**config.mk**
```make
export PLATFORM = sky130hd
export DESIGN_NAME = lic_isqrt
export DESIGN_NICKNAME = d
export VERILOG_FILES = /design/src/design/lic_isqrt.sv
export SDC_FILE = /design/constraint.sdc
export NUM_CORES = 2
export LEC_CHECK = 0
export BUFFER_PORTS_ARGS = -buffer_cell sky130_fd_sc_hd__buf_2
export CORE_MARGIN = 5
export CORE_UTILIZATION = 60
export DETAILED_ROUTE_END_ITERATION = 8
export GPL_TIMING_DRIVEN = 0
export PLACE_DENSITY = 0.76
export RECOVER_POWER = 25
export SETUP_SLACK_MARGIN = 0.5
export SYNTH_ARGS = -nofsm -noshare
export SYNTH_HDL_FRONTEND = slang
export SYNTH_MEMORY_MAX_BITS = 65536
export SYNTH_SLANG_ARGS = --single-unit
```
**constraint.sdc**
```tcl
create_clock -name clock -period 9.7 [get_ports clock]
set_input_delay 0.485 -clock clock [delete_from_list [all_inputs] [get_ports clock]]
set_output_delay 0.485 -clock clock [all_outputs]
set_load 0.05 [all_outputs]
```
**src/design/lic_isqrt.sv**
```systemverilog
// Pipelined integer square root, one result bit per stage.
module lic_isqrt #(
   parameter int RAD_W = 64,
   parameter int SB_W  = 1
) (
   input  logic                 clock,
   input  logic                 reset,
   input  logic                 en,
   input  logic                 in_valid,
   input  logic [RAD_W-1:0]     in_rad,
   input  logic [SB_W-1:0]      in_sb,
   output logic                 out_valid,
   output logic [RAD_W/2-1:0]   out_root,
   output logic [SB_W-1:0]      out_sb
);

   localparam int STEPS = RAD_W / 2;

   logic [RAD_W-1:0] rem_ff [1:STEPS];
   logic [RAD_W-1:0] res_ff [1:STEPS];
   logic [SB_W-1:0]  sb_ff  [1:STEPS];
   logic             vld_ff [1:STEPS];

   for (genvar k = 0; k < STEPS; k++) begin : g_step
      localparam logic [RAD_W-1:0] BIT = RAD_W'(1) << (RAD_W - 2 - 2 * k);
      logic [RAD_W-1:0] rem_i;
      logic [RAD_W-1:0] res_i;
      logic [SB_W-1:0]  sb_i;
      logic             vld_i;
      logic [RAD_W-1:0] trial;
      logic             ge;

      if (k == 0) begin : g_first
         assign rem_i = in_rad;
         assign res_i = '0;
         assign sb_i  = in_sb;
         assign vld_i = in_valid;
      end else begin : g_next
         assign rem_i = rem_ff[k];
         assign res_i = res_ff[k];
         assign sb_i  = sb_ff[k];
         assign vld_i = vld_ff[k];
      end

      assign trial = res_i + BIT;
      assign ge    = (rem_i >= trial);

      always_ff @(posedge clock) begin
         if (reset) begin
            vld_ff[k+1] <= 1'b0;
         end else if (en) begin
            vld_ff[k+1] <= vld_i;
         end
      end

      always_ff @(posedge clock) begin
         if (en) begin
            rem_ff[k+1] <= ge ? (rem_i - trial) : rem_i;
            res_ff[k+1] <= ge ? ((res_i >> 1) + BIT) : (res_i >> 1);
            sb_ff[k+1]  <= sb_i;
         end
      end
   end

   assign out_valid = vld_ff[STEPS];
   assign out_root  = res_ff[STEPS][RAD_W/2-1:0];
   assign out_sb    = sb_ff[STEPS];

endmodule

```
==> results.sh <==
export IMPL_clk_pin_slew_ns=0.06
export IMPL_synth_most_common_cell="edfxtp_1"
export IMPL_crit_type="flop to flop"
export IMPL_worst_slew_pin_slew_ns=1.66
export IMPL_hpwl_um=210000
export IMPL_synthArstFlopShare_pct=0
export IMPL_reg2reg_to="rem_ff[0][1891]"
export IMPL_gr_total_overflow=0
export IMPL_max_cap_viol_count=1
export IMPL_dieArea_um2=213000
export IMPL_slew_viol_final=2
export IMPL_worstPathRequired_ns=10.32
export IMPL_cp_max_fo=10
export IMPL_violations="capacitance limit, slew limit"
export IMPL_vias_per_cell=6.14
export IMPL_worstPathCellList="inv_1, ha_1, nand3_1, nor4_1, nand2_1, nor4_1, a21oi_1, and3_1, o21ai_1, clkbuf_1, clkbuf_1, buf_1, a21oi_1"
export IMPL_yosysWarnings=0
export IMPL_cts_root_buf="clkbuf_16"
export IMPL_cts_tree="built"
export IMPL_grt_pass1_vias=77225
export IMPL_fin_crit_sh_pct=56.4
export IMPL_synth_edf_count=2576
export IMPL_post_drt_wl_per_cell_um=22.4
export IMPL_final_hold_viol_count=0
export IMPL_cp_slowest_cell="nor4_1"
export IMPL_cp_arrival_ns=6.09
export IMPL_place_area_um2=127000
export IMPL_drc_errors=0
export IMPL_synth_top_area_share_pct=63.2
export IMPL_io_pins=103
export IMPL_max_stage_delay_ns=1.30
export IMPL_io_buffers=102
export IMPL_syn_avg_cell_area_um2=12.7
export IMPL_crit_buf_inv=4
export IMPL_syn_area_um2=122000
export IMPL_end_kind="flop"
export IMPL_hold_path_depth=3
export IMPL_clock_fmax_mhz=183
export IMPL_cp_top_family="simple AND/OR/NAND/NOR gates"
export IMPL_core_um2=203000
export IMPL_cts_sinks=2576
export IMPL_yosys_area_top_type="edfxtp_1"
export IMPL_synth_cells=9644
export IMPL_nets=10741
export IMPL_fin_cells=12994
export IMPL_antenna_found_initial=11
export IMPL_timing_hold_ws_ns=0.0599
export IMPL_synthToLayoutAreaGrowth_pct=11.6
export IMPL_synth_distinct_cells=89
export IMPL_num_vias=79827
export IMPL_insertion_delay_ns=0.93
export IMPL_wirelength_um=291000
export IMPL_drt_pass1_iterations=6
export IMPL_drive_gt1_share_pct=6.30
export IMPL_fp_dieH_um=462
export IMPL_p_per_area_nw_per_um2=241
export IMPL_cp_start_kind="flop"
export IMPL_p_leak_nw=51.5
export IMPL_synthTopCellsByCount="2576 x edfxtp_1, 696 x inv_1, 652 x nor2_1, 636 x a21oi_1, 560 x nand2_1"
export IMPL_yosys_most_used_dff="edfxtp_1"
export IMPL_synth_area_top_cells="edfxtp_1 63%, ha_1 5.7%, xnor2_1 3.4%, xor2_1 2.8%, a21oi_1 2.6%"
export IMPL_place_gp_congestion=0.979
export IMPL_max_slew_margin_pct=-11.6
export IMPL_peakVddDrop_v=0.000197
export IMPL_synth_seq_cells=2576
export IMPL_n_fill_cell=14282
export IMPL_cts_setup_buffers=0
export IMPL_finalClockSkew_ns=0.0672
export IMPL_reg2reg_slack_ns=4.23
export IMPL_grt_pass1_wl_um=446000
export IMPL_post_cts_resized=0
export IMPL_cts_max_path_buffers=4
export IMPL_setup_viol_count_final=0
export IMPL_rows=165
export IMPL_multi_input_area_um2=41600
export IMPL_ys_seq_area_share_pct=63.2
export IMPL_fin_setup_tns_ns=0
export IMPL_numCtsBuffers=285
export IMPL_hp_class="input port to flop"
export IMPL_seq_area_um2=77400
export IMPL_worstRegToRegCells=13
export IMPL_synth_net_count=10271
export IMPL_rsz0062_at_grt="false"
export IMPL_r2r_start="res_ff[14][8]"
export IMPL_cts_hold_fix_buffers=66
export IMPL_grt_max_degree=195
export IMPL_start_util_pct=60.4
export IMPL_placed_cells=12433
export IMPL_first_iter_violations=9184
export IMPL_final_antenna_net_count=0
export IMPL_htreeDepth=5
export IMPL_stdcell_area_um2=137000
export IMPL_fin_crit_ns=5.47
export IMPL_worstHoldStart="reset"
export IMPL_outcome="finished with violations"
export IMPL_hold_path_end="vld_ff[8][0]"
export IMPL_grtUsageTotal_pct=26.9
export IMPL_fin_util_pct=67.4
export IMPL_dieWidth_um=462
==> worst min-delay path: cells and delay by family <==
kind,cells,cell delay [ns]
buffers and inverters,1,0.09
and+or+nand+nor,2,0.23
==> state kept, by name, summed over array words and instances (netlist names) <==
register / flops
rem_ff: 1984
res_ff: 528
sb_ff: 32
vld_ff: 32
==> layout make-up <==
cell class,count,share of cell area [%]
flip-flops and latches,2576,56.7
multi-input cells,6174,30.5
clock buffers,326,5.46
well taps,2672,2.45
inverters,696,1.91
clock inverters,163,1.32
repair buffers,183,1.10
plain buffers,198,0.562
diodes,6,0.0110
==> per-layer routing <==
layer  routed length, µm  vias to the layer above  GRT usage (%)
li1                    -                    37067              -
met1              126000                    39273           39.2
met3               21500                      443           4.18
met4                5940                        0           6.07
met5                   0                        -              0
met2              137000                     3044           43.3
==> cells in the final DEF (no fill, tap or decap), drive strengths merged, types with 38 or more instances in the layout <==
cell            n
or2            39
and2           66
a21oi         636
or4            65
bufinv         38
nor3          258
ha            558
edfxtp       2576
nor2          653
xor2          396
a31oi          54
nand4         166
dlygate4sd3    66
nor2b          81
or3            95
inv           702
clkinv        107
nor4b          50
nand2         560
clkbuf        559
nand2b        115
and3           46
mux2           98
buf            82
xnor2         480
o21ai         389
o21bai         54
nand3         190
nor4          339
a21o          242
o21a          103
==> metrics by stage <==
stage / setup slack [ns] / total power, mW
2_1_floorplan: 5.92 / 19.9
3_3_place_gp: -31.27 / 22.7
3_5_place_dp: 3.88 / 22.1
4_1_cts: 4.43 / 33.0
5_1_grt: 4.05 / 34.4
6_report: 4.23 / 32.9
==> worst max path at each step <==
stage               slack, ns         endpoint            start  cells past startpoint
global route             4.05  rem_ff[0][1491]   res_ff[11][20]                     13
floorplan                5.92  rem_ff[0][1491]  rem_ff[0][1428]                     12
detailed placement       3.88  rem_ff[0][2047]               en                      7
finish                   4.23  rem_ff[0][1891]    res_ff[14][8]                     13
global placement       -31.27     vld_ff[5][1]               en                      2
CTS                      4.43  rem_ff[0][1491]   res_ff[11][20]                     13
==> power by group <==
part | internal (mW) | switching, mW
clock | 6.51 | 4.34
sequential | 14.1 | 1.12
combinational | 2.75 | 4.02
==> logic make-up after synthesis <==
kind of cell	count (synthesis)	share of synthesized area [%]
XOR/XNOR	876	6.27
buffers and inverters	894	2.76
multiplexers	104	0.951
adder cells (fa/ha/maj)	558	5.71
AO/OA/AOI/OAI	1782	9.01
flip-flops	2576	63.2
AND/OR/NAND/NOR	2854	12.1
Power figures use the tool's default switching activity.
